===== src/hdl/pira_pkg.sv =====
// pira_pkg: shared types and constants of the pi regulator with anti-windup
// no dependencies; used by every file of the block
package pira_pkg;

  localparam int unsigned DATA_W        = 16;
  localparam int unsigned PROD_W        = 2 * DATA_W;
  localparam int unsigned FRAC_BITS     = 15;
  localparam int unsigned PROP_SHIFT    = 6;
  localparam int unsigned PROP_SAT_BITS = 31 - PROP_SHIFT;
  localparam int unsigned INTEG_W       = 32;
  localparam int unsigned EXCESS_W      = 18;
  localparam int unsigned BC_W          = EXCESS_W + DATA_W;
  localparam int unsigned ACC_W         = BC_W + 2;
  localparam int unsigned SUM_W         = INTEG_W + 1;
  localparam int unsigned RAW_W         = SUM_W - FRAC_BITS;
  localparam int unsigned CFG_IDX_W     = 3;

  localparam logic signed [DATA_W-1:0] RST_INTEG_LOWER = -16'sd32768;
  localparam logic signed [DATA_W-1:0] RST_INTEG_UPPER = 16'sd32767;
  localparam logic signed [DATA_W-1:0] RST_DRIVE_LOWER = -16'sd32768;
  localparam logic signed [DATA_W-1:0] RST_DRIVE_UPPER = 16'sd32767;

  typedef enum logic [CFG_IDX_W-1:0] {
    CFG_GAIN_INTEGRAL     = 3'd0,
    CFG_GAIN_PROPORTIONAL = 3'd1,
    CFG_GAIN_BACKCALC     = 3'd2,
    CFG_INTEG_LOWER       = 3'd3,
    CFG_INTEG_UPPER       = 3'd4,
    CFG_DRIVE_LOWER       = 3'd5,
    CFG_DRIVE_UPPER       = 3'd6
  } cfg_idx_t;

  typedef struct packed {
    logic signed [DATA_W-1:0] gain_integral;
    logic signed [DATA_W-1:0] gain_proportional;
    logic signed [DATA_W-1:0] gain_backcalc;
    logic signed [DATA_W-1:0] integ_lower;
    logic signed [DATA_W-1:0] integ_upper;
    logic signed [DATA_W-1:0] drive_lower;
    logic signed [DATA_W-1:0] drive_upper;
  } cfg_t;

  // products of one error sample, held in the input stage
  typedef struct packed {
    logic signed [PROD_W-1:0]        integ_inc;
    logic signed [PROP_SAT_BITS-1:0] prop;
  } prod_t;

endpackage


===== src/hdl/pira_if.sv =====
// pira_err_if / pira_drive_if: valid/ready channels of the pi regulator
// depends on pira_pkg for the field widths
interface pira_err_if;
  logic                                 valid;
  logic                                 ready;
  logic signed [pira_pkg::DATA_W-1:0]   error;

  modport source (output valid, output error, input ready);
  modport sink   (input valid, input error, output ready);
endinterface

interface pira_drive_if;
  logic                                 valid;
  logic                                 ready;
  logic signed [pira_pkg::DATA_W-1:0]   drive;

  modport source (output valid, output drive, input ready);
  modport sink   (input valid, input drive, output ready);
endinterface


===== src/hdl/pi_regulator_anti_windup.sv =====
// pi_regulator_anti_windup: top level of the pi regulator with back-calculation
// depends on pira_pkg, pira_if, pira_cfg, pira_gain, pira_core
//
// PI regulator with a Q15 integrator and back-calculation anti-windup: one
// signed error item in, one clamped drive item out. The block takes one item
// per clock cycle unless output back-pressure holds it; each item passes the
// input stage, which registers error*gain_integral and the saturated
// error*gain_proportional, then the result stage, which closes the state loop
// ahead of its drive register (excess*gain_backcalc multiply, integrator add
// and clamp, proportional add, shift, output clamp, new excess). Either stage
// holds while the next one is full, so a result waiting at the output does
// not stop the next item from entering. Configuration registers are written
// with cfg_we, cfg_index and cfg_wdata; the user must do so only while no
// item is in flight, which the block does not enforce. Index 7 is ignored.
module pi_regulator_anti_windup (
  input  logic                               clk,
  input  logic                               rst_n,
  pira_err_if.sink                           in_chan,
  pira_drive_if.source                       out_chan,
  input  logic                               cfg_we,
  input  logic [pira_pkg::CFG_IDX_W-1:0]     cfg_index,
  input  logic [pira_pkg::DATA_W-1:0]        cfg_wdata
);

  pira_pkg::cfg_t   cfg;
  pira_pkg::prod_t  s1_prod;
  logic             s1_valid;
  logic             s1_take;

  pira_cfg u_cfg (
    .clk       (clk),
    .rst_n     (rst_n),
    .cfg_we    (cfg_we),
    .cfg_index (cfg_index),
    .cfg_wdata (cfg_wdata),
    .cfg       (cfg)
  );

  pira_gain u_gain (
    .clk      (clk),
    .rst_n    (rst_n),
    .in_chan  (in_chan),
    .cfg      (cfg),
    .s1_take  (s1_take),
    .s1_valid (s1_valid),
    .s1_prod  (s1_prod)
  );

  pira_core u_core (
    .clk      (clk),
    .rst_n    (rst_n),
    .cfg      (cfg),
    .s1_valid (s1_valid),
    .s1_prod  (s1_prod),
    .s1_take  (s1_take),
    .out_chan (out_chan)
  );

endmodule


===== src/hdl/pira_cfg.sv =====
// pira_cfg: configuration register bank written through the plain write port
// depends on pira_pkg
module pira_cfg (
  input  logic                                   clk,
  input  logic                                   rst_n,
  input  logic                                   cfg_we,
  input  logic [pira_pkg::CFG_IDX_W-1:0]         cfg_index,
  input  logic [pira_pkg::DATA_W-1:0]            cfg_wdata,
  output pira_pkg::cfg_t                         cfg
);

  pira_pkg::cfg_t cfg_r, cfg_nxt;

  always_comb begin
    cfg_nxt = cfg_r;
    if (cfg_we) begin
      case (pira_pkg::cfg_idx_t'(cfg_index))
        pira_pkg::CFG_GAIN_INTEGRAL:     cfg_nxt.gain_integral     = $signed(cfg_wdata);
        pira_pkg::CFG_GAIN_PROPORTIONAL: cfg_nxt.gain_proportional = $signed(cfg_wdata);
        pira_pkg::CFG_GAIN_BACKCALC:     cfg_nxt.gain_backcalc     = $signed(cfg_wdata);
        pira_pkg::CFG_INTEG_LOWER:       cfg_nxt.integ_lower       = $signed(cfg_wdata);
        pira_pkg::CFG_INTEG_UPPER:       cfg_nxt.integ_upper       = $signed(cfg_wdata);
        pira_pkg::CFG_DRIVE_LOWER:       cfg_nxt.drive_lower       = $signed(cfg_wdata);
        pira_pkg::CFG_DRIVE_UPPER:       cfg_nxt.drive_upper       = $signed(cfg_wdata);
        default:                         cfg_nxt = cfg_r;
      endcase
    end
  end

  always_ff @(posedge clk) begin
    if (!rst_n) begin
      cfg_r.gain_integral     <= '0;
      cfg_r.gain_proportional <= '0;
      cfg_r.gain_backcalc     <= '0;
      cfg_r.integ_lower       <= pira_pkg::RST_INTEG_LOWER;
      cfg_r.integ_upper       <= pira_pkg::RST_INTEG_UPPER;
      cfg_r.drive_lower       <= pira_pkg::RST_DRIVE_LOWER;
      cfg_r.drive_upper       <= pira_pkg::RST_DRIVE_UPPER;
    end else begin
      cfg_r <= cfg_nxt;
    end
  end

  assign cfg = cfg_r;

endmodule


===== src/hdl/pira_gain.sv =====
// pira_gain: input stage, multiplies the error by the integral and
// proportional gains and saturates the proportional term; depends on pira_pkg, pira_if
module pira_gain (
  input  logic              clk,
  input  logic              rst_n,
  pira_err_if.sink          in_chan,
  input  pira_pkg::cfg_t    cfg,
  input  logic              s1_take,
  output logic              s1_valid,
  output pira_pkg::prod_t   s1_prod
);

  localparam int unsigned PW = pira_pkg::PROP_SAT_BITS;

  logic                                 s1_valid_r, s1_valid_nxt;
  pira_pkg::prod_t                      s1_prod_r;
  logic                                 accept;
  logic signed [pira_pkg::PROD_W-1:0]   integ_inc;
  logic signed [pira_pkg::PROD_W-1:0]   prop_full;
  logic [pira_pkg::PROD_W-PW:0]         prop_top;
  logic signed [PW-1:0]                 prop_sat;

  assign in_chan.ready = !s1_valid_r || s1_take;
  assign accept        = in_chan.valid && in_chan.ready;

  assign integ_inc = in_chan.error * cfg.gain_integral;
  assign prop_full = in_chan.error * cfg.gain_proportional;
  assign prop_top  = prop_full[pira_pkg::PROD_W-1:PW-1];

  // fits when all bits above the sign of the narrow form agree
  always_comb begin
    if ((&prop_top) || !(|prop_top)) begin
      prop_sat = prop_full[PW-1:0];
    end else if (prop_full[pira_pkg::PROD_W-1]) begin
      prop_sat = {1'b1, {(PW-1){1'b0}}};
    end else begin
      prop_sat = {1'b0, {(PW-1){1'b1}}};
    end
  end

  always_comb begin
    s1_valid_nxt = s1_valid_r;
    if (accept) begin
      s1_valid_nxt = 1'b1;
    end else if (s1_take) begin
      s1_valid_nxt = 1'b0;
    end
  end

  always_ff @(posedge clk) begin
    if (!rst_n) begin
      s1_valid_r <= 1'b0;
    end else begin
      s1_valid_r <= s1_valid_nxt;
    end
  end

  always_ff @(posedge clk) begin
    if (accept) begin
      s1_prod_r.integ_inc <= integ_inc;
      s1_prod_r.prop      <= prop_sat;
    end
  end

  assign s1_valid = s1_valid_r;
  assign s1_prod  = s1_prod_r;

endmodule


===== src/hdl/pira_core.sv =====
// pira_core: result stage, integrator and excess state, back-calculation,
// clamps and the drive register; depends on pira_pkg, pira_if
module pira_core (
  input  logic              clk,
  input  logic              rst_n,
  input  pira_pkg::cfg_t    cfg,
  input  logic              s1_valid,
  input  pira_pkg::prod_t   s1_prod,
  output logic              s1_take,
  pira_drive_if.source      out_chan
);

  localparam int unsigned ACC_W  = pira_pkg::ACC_W;
  localparam int unsigned RAW_W  = pira_pkg::RAW_W;
  localparam int unsigned EXC_W  = pira_pkg::EXCESS_W;
  localparam int unsigned SUM_W  = pira_pkg::SUM_W;

  logic                                    out_valid_r, out_valid_nxt;
  logic signed [pira_pkg::DATA_W-1:0]      drive_r;
  logic signed [pira_pkg::INTEG_W-1:0]     integ_r, integ_nxt;
  logic signed [EXC_W-1:0]                 excess_r, excess_nxt;

  logic signed [pira_pkg::BC_W-1:0]        backcalc;
  logic signed [ACC_W-1:0]                 acc, acc_c, ilo, ihi;
  logic signed [SUM_W-1:0]                 sum;
  logic signed [RAW_W-1:0]                 raw, drv_c, dlo, dhi;
  logic signed [RAW_W:0]                   diff;

  assign s1_take = s1_valid && (!out_valid_r || out_chan.ready);

  assign backcalc = excess_r * cfg.gain_backcalc;
  assign acc = ACC_W'(integ_r) + ACC_W'(s1_prod.integ_inc) - ACC_W'(backcalc);
  assign ilo = ACC_W'(cfg.integ_lower) <<< pira_pkg::FRAC_BITS;
  assign ihi = ACC_W'(cfg.integ_upper) <<< pira_pkg::FRAC_BITS;

  // lower test first, so inverted limits leave a value on one of the two
  always_comb begin
    if (acc < ilo) begin
      acc_c = ilo;
    end else if (acc > ihi) begin
      acc_c = ihi;
    end else begin
      acc_c = acc;
    end
  end

  assign integ_nxt = pira_pkg::INTEG_W'(acc_c);
  assign sum = SUM_W'(integ_nxt) + (SUM_W'(s1_prod.prop) <<< pira_pkg::PROP_SHIFT);
  // arithmetic shift right, rounds toward minus infinity
  assign raw = $signed(sum[SUM_W-1:pira_pkg::FRAC_BITS]);
  assign dlo = RAW_W'(cfg.drive_lower);
  assign dhi = RAW_W'(cfg.drive_upper);

  always_comb begin
    if (raw < dlo) begin
      drv_c = dlo;
    end else if (raw > dhi) begin
      drv_c = dhi;
    end else begin
      drv_c = raw;
    end
  end

  assign diff       = (RAW_W + 1)'(raw) - (RAW_W + 1)'(drv_c);
  assign excess_nxt = EXC_W'(diff);

  always_comb begin
    out_valid_nxt = out_valid_r;
    if (s1_take) begin
      out_valid_nxt = 1'b1;
    end else if (out_chan.ready) begin
      out_valid_nxt = 1'b0;
    end
  end

  always_ff @(posedge clk) begin
    if (!rst_n) begin
      out_valid_r <= 1'b0;
      integ_r     <= '0;
      excess_r    <= '0;
    end else begin
      out_valid_r <= out_valid_nxt;
      if (s1_take) begin
        integ_r  <= integ_nxt;
        excess_r <= excess_nxt;
      end
    end
  end

  always_ff @(posedge clk) begin
    if (s1_take) begin
      drive_r <= pira_pkg::DATA_W'(drv_c);
    end
  end

  assign out_chan.valid = out_valid_r;
  assign out_chan.drive = drive_r;

  // integrator lands inside the limits in force at the update, or on one of
  // them when they are inverted
  a_integ_in_limits: assert property (@(posedge clk) disable iff (!rst_n)
    s1_take |=>
      ($past(cfg.integ_lower) > $past(cfg.integ_upper))
        ? ((ACC_W'(integ_r) == (ACC_W'($past(cfg.integ_lower)) <<< pira_pkg::FRAC_BITS)) ||
           (ACC_W'(integ_r) == (ACC_W'($past(cfg.integ_upper)) <<< pira_pkg::FRAC_BITS)))
        : ((ACC_W'(integ_r) >= (ACC_W'($past(cfg.integ_lower)) <<< pira_pkg::FRAC_BITS)) &&
           (ACC_W'(integ_r) <= (ACC_W'($past(cfg.integ_upper)) <<< pira_pkg::FRAC_BITS))))
    else $error("integrator outside its limits after update");

  // a nonzero excess only comes with a clamped drive
  a_excess_clamped: assert property (@(posedge clk) disable iff (!rst_n)
    s1_take |=> (excess_r == '0) || (drive_r == $past(cfg.drive_lower)) ||
                (drive_r == $past(cfg.drive_upper)))
    else $error("excess kept while drive was not clamped");

  // drive stays within ordered output limits
  a_drive_in_limits: assert property (@(posedge clk) disable iff (!rst_n)
    (s1_take && (cfg.drive_lower <= cfg.drive_upper)) |=>
      (drive_r >= $past(cfg.drive_lower)) && (drive_r <= $past(cfg.drive_upper)))
    else $error("drive outside output limits");

  // state only moves when an item moves into the result register
  a_state_hold: assert property (@(posedge clk) disable iff (!rst_n)
    !s1_take |=> $stable(integ_r) && $stable(excess_r))
    else $error("regulator state changed without an item");

endmodule

===== src/flat_wrapper.sv =====
// flat-port wrapper written by rule: the top's interface ports become plain ports
module pi_regulator_anti_windup_flat 
  (clk, rst_n, cfg_we, cfg_index, cfg_wdata, in_chan_valid, in_chan_error, in_chan_ready, out_chan_valid, out_chan_drive, out_chan_ready);
  pira_err_if in_chan_i ();
  pira_drive_if out_chan_i ();
  input  logic clk;
  input  logic rst_n;
  input  logic cfg_we;
  input  logic [pira_pkg::CFG_IDX_W-1:0] cfg_index;
  input  logic [pira_pkg::DATA_W-1:0] cfg_wdata;
  input wire logic [$bits(in_chan_i.valid)-1:0] in_chan_valid;
  input wire logic [$bits(in_chan_i.error)-1:0] in_chan_error;
  output wire logic [$bits(in_chan_i.ready)-1:0] in_chan_ready;
  output wire logic [$bits(out_chan_i.valid)-1:0] out_chan_valid;
  output wire logic [$bits(out_chan_i.drive)-1:0] out_chan_drive;
  input wire logic [$bits(out_chan_i.ready)-1:0] out_chan_ready;
  assign in_chan_i.valid = in_chan_valid;
  assign in_chan_i.error = in_chan_error;
  assign in_chan_ready = in_chan_i.ready;
  assign out_chan_valid = out_chan_i.valid;
  assign out_chan_drive = out_chan_i.drive;
  assign out_chan_i.ready = out_chan_ready;
  pi_regulator_anti_windup u_core (.clk(clk), .rst_n(rst_n), .in_chan(in_chan_i), .out_chan(out_chan_i), .cfg_we(cfg_we), .cfg_index(cfg_index), .cfg_wdata(cfg_wdata));
endmodule

===== config.mk =====
export PLATFORM = sky130hd
export DESIGN_NAME = pi_regulator_anti_windup_flat
export DESIGN_NICKNAME = d
export VERILOG_FILES = /design/src/hdl/pira_pkg.sv /design/src/hdl/pira_if.sv /design/src/hdl/pi_regulator_anti_windup.sv /design/src/hdl/pira_cfg.sv /design/src/hdl/pira_gain.sv /design/src/hdl/pira_core.sv /design/src/flat_wrapper.sv
export SDC_FILE = /design/constraint.sdc
export NUM_CORES = 2
export LEC_CHECK = 0
export ABC_AREA = 1
export ABC_CLOCK_PERIOD_IN_PS = 34600
export BUFFER_PORTS_ARGS = -buffer_cell sky130_fd_sc_hd__buf_4
export CAP_MARGIN = 20
export CELL_PAD_IN_SITES_DETAIL_PLACEMENT = 2
export CELL_PAD_IN_SITES_GLOBAL_PLACEMENT = 2
export CORE_AREA = 2 2 341 343
export DETAILED_ROUTE_END_ITERATION = 8
export DIE_AREA = 0 0 343 345
export PLACE_DENSITY = 0.77
export SLEW_MARGIN = 20
export SYNTH_ARGS = -nofsm -noshare
export SYNTH_HDL_FRONTEND = slang
export SYNTH_SLANG_ARGS = --single-unit

===== constraint.sdc =====
create_clock -name clk -period 34.6 [get_ports clk]
set_input_delay 6.92 -clock clk [delete_from_list [all_inputs] [get_ports clk]]
set_output_delay 6.92 -clock clk [all_outputs]
set_load 0.02 [all_outputs]

==> metrics.md <==
| Metric | Value |
|---|---|
| Initial drt markers | `1,614` |
| Req. time, crit path | `35.14 ns` |
| Critical hold path startpoint | `u_core.u_core.integ_r[1]$_SDFFE_PN0P_` |
| Kind of start point of the critical path | `register` |
| Final min period | `17.73 ns` |
| Syn avg cell area | `8.08 µm²` |
| RR Startpoint | `u_core.u_cfg.cfg[64]$_SDFFE_PN0P_` |
| EDFF count, synth | `73` |
| Endpoint, Worst Hold | `u_core.u_core.integ_r[1]$_SDFFE_PN0P_` |
| Clk_lat worst skew | `0.65 ns` |
| DRT Wirelength | `162,000 µm` |
| Syn Inst Count | `5,645` |
| Chip Width | `343 µm` |
| Worst reg2reg path depth | `92` |
| Initial antenna violation count | `8` |
| # resized after CTS | `0` |
| All-Layer GR Usage | `0.280` |
| Final hold viol count | `0` |
| Rel. slew slack | `0.248` |
| FF-to-FF setup slack | `16.87 ns` |
| Vert. Die Dim | `345 µm` |
| Clock skew | `0.0393 ns` |
| DIE AREA | `118,000 µm²` |
| Longest Clk Path Bufs | `3` |
| Vias in the first global route | `42,600` |
| Worst endpoint data arrival time | `18.27 ns` |
| Reg2reg end | `u_core.u_core.excess_r[17]$_SDFFE_PN0P_` |
| CTS root buf | `clkbuf_16` |
| Final estimated routing congestion in global placement | `0.934` |
| DR DRC count | `0` |
| Via count | `36,200` |
| Synth unique cells | `53` |
| Syn_nets | `6,955` |
| CP Class | `reg -> reg` |
| Worst-path maximum fanout | `25` |
| Detailed Routing Iterations Pass 1 | `5` |
| Vias per std cell | `5.12` |
| CP Launch Point | `u_core.u_cfg.cfg[64]$_SDFFE_PN0P_` |
| Post-CTS Setup Repair Bufs | `0` |
| Max Transition Viols Final | `0` |
| Hold Path Class | `reg -> reg` |
| Gr ovfl total | `0` |
| Synthesized flop and latch total | `237` |
| Unrepaired setup endpoints after global routing | `false` |
| Final setup fails | `0` |
| Ys Warns | `0` |
| Ant. Diodes | `0` |
| Ratio of final minimum period to clock period | `0.512` |
| Slew @ Worst Pin | `1.13 ns` |
| MaxCap Viol Count | `0` |
| Post-DP HPWL | `134,000 µm` |
| Clock sinks | `237` |
| Antenna Violating Nets Remaining | `0` |
| CTS tree | `done` |
| I/O Buffers | `57` |
| Mapped Area | `45,600 µm²` |
| Crit path largest cell delay | `0.83 ns` |
| Synth async-reset ratio | `0` |
| Setup_tns | `0 ns` |
| Largest net degree at the start of global routing | `102` |
| Hold buffer count at cts | `0` |
| Share of cells above drive strength 1 | `0.0362` |
| Clock transition at path regs | `0.07 ns` |
| First-pass GRT wire length | `253,000 µm` |
| Drt wl/cell | `22.8 µm` |
| Core area | `115,000 µm²` |
| WP buf/inv | `14` |
| Ports | `58` |
| Seq/Total Area, Yosys | `0.120` |
| CTS Buf Count | `30` |
| Nets@finish | `6,844` |
| Setup crit end kind | `register` |
| Most used cell along the critical path | `nand2_1` |
| Area growth syn-to-layout | `6.05%` |
| Worst path slowest cell | `dfxtp_1` |
| Hold path cells | `2` |
| Cell row count | `125` |
| Starting density of the core | `0.396` |
| Outcome | `complete, no violations` |
| Fmax | `56.4 MHz` |
| Htree depth | `1` |
| Top_reg_cell synth | `dfxtp_1` |
| CP delay by family, top | `simple AND/OR/NAND/NOR gates` |
## tightest hold or removal path, stage by stage, from the launching register on
cell and delay [ns]:
dfxtp_1 0.31, nand2_1 0.06, a21oi_1 0.06
## logic make-up after synthesis
logic type / count (synthesis) / share of synthesized area
AOI/OAI and AO/OA: 575 / 0.0703
and+or+nand+nor: 1575 / 0.135
xor gates and xnor gates: 141 / 0.0272
buffers and inverters: 1847 / 0.153
DFF: 237 / 0.120
adders and majority gates: 1270 / 0.495
## registers in the layout, summed over array words and instances (netlist names)
register                      flops
u_core.u_core.out_chan.valid      1
u_core.u_cfg.cfg                112
u_core.u_core.out_chan.drive     16
u_core.u_core.excess_r           18
u_core.u_gain.s1_valid            1
u_core.u_core.integ_r            32
u_core.u_gain.s1_prod            57
## layout by cell type (no fill, tap or decap), types with 7 or more instances in the layout
cell       Yosys  layout
o211ai_1      55      55
inv_2         10      12
clkbuf_16      0      31
nand4_1       22      22
nand3_1       65      65
a31oi_1        7       7
nor2_1       254     251
dfxtp_1      164     164
buf_4          3      96
xor2_1        91      91
a211oi_1      12      12
xnor2_1       49      49
nand2_1     1194    1194
nor3_1        12      12
o21ai_2        9       9
a21oi_1      231     231
inv_1       1591    1589
ha_1         378     378
fa_1         892     892
o21ai_1       12      12
edfxtp_1      73      73
o21ai_0      211     211
## how the worst max path moves through the flow
| stage | end | cells after the start | slack [ns] |
|---|---|---|---|
| 6_report | u_core.u_core.excess_r[17]$_SDFFE_PN0P_ | 92 | 16.87 |
| 5_1_grt | u_core.u_core.excess_r[17]$_SDFFE_PN0P_ | 94 | 15.37 |
| 4_1_cts | u_core.u_core.excess_r[17]$_SDFFE_PN0P_ | 92 | 17.00 |
| 3_5_place_dp | u_core.u_core.excess_r[17]$_SDFFE_PN0P_ | 92 | 17.10 |
| 3_3_place_gp | u_core.u_core.excess_r[17]$_SDFFE_PN0P_ | 98 | 17.46 |
| 2_1_floorplan | in_chan_ready | 2 | 20.51 |
## routing by layer
metal  share of wire  global-route usage  routed length, µm
met5               0                   0                  0
met4           0.041              0.0984               6660
met3           0.025              0.0134               4040
met2            0.51               0.503              82700
met1            0.42               0.356              68400
## cell usage after synthesis (all sizes together), types with 5 or more instances
| library cell | count | share of area |
|---|---|---|
| a211oi | 12 | 0.0020 |
| a21boi | 5 | 0.00090 |
| a21o | 6 | 0.00099 |
| a21oi | 237 | 0.026 |
| a31oi | 7 | 0.00096 |
| buf | 23 | 0.0025 |
| clkbuf | 217 | 0.018 |
| clkinv | 5 | 0.00041 |
| dfxtp | 164 | 0.072 |
| edfxtp | 73 | 0.048 |
| fa | 892 | 0.39 |
| ha | 378 | 0.10 |
| inv | 1602 | 0.13 |
| nand2 | 1202 | 0.10 |
| nand3 | 67 | 0.0076 |
| nand4 | 22 | 0.0030 |
| nor2 | 254 | 0.021 |
| nor3 | 12 | 0.0013 |
| nor4 | 6 | 0.00082 |
| o211ai | 55 | 0.0090 |
| o21ai | 232 | 0.026 |
| o21bai | 6 | 0.0011 |
| or2 | 6 | 0.00082 |
| xnor2 | 49 | 0.0094 |
| xor2 | 92 | 0.018 |
## through the flow
step                std cells  cell area (µm²)  setup slack [ns]  hold slack (ns)   util
floorplan                5645            45600             20.51            0.440      -
global placement         7025            47300             17.46            0.456  0.411
detailed placement       7025            47300             17.10            0.465  0.411
CTS                      7081            48400             17.00            0.476  0.420
global route             7082            48400             15.37            0.500  0.420
finish                   7082            48400             16.87            0.480  0.420
## final cells by class
cell class	count	area [µm²]
Clock buffer	38	833
Clock inverter	18	194
Fill cell	13100	66700
Inverter	1607	6030
Multi-Input combinational cell	3561	33200
Sequential cell	237	5480
Tap cell	1524	1910
Timing Repair Buffer	97	748
Power is left out: the tool's default activity adds up to more than one toggle a clock period on the data nets, which glitch-free logic cannot reach.
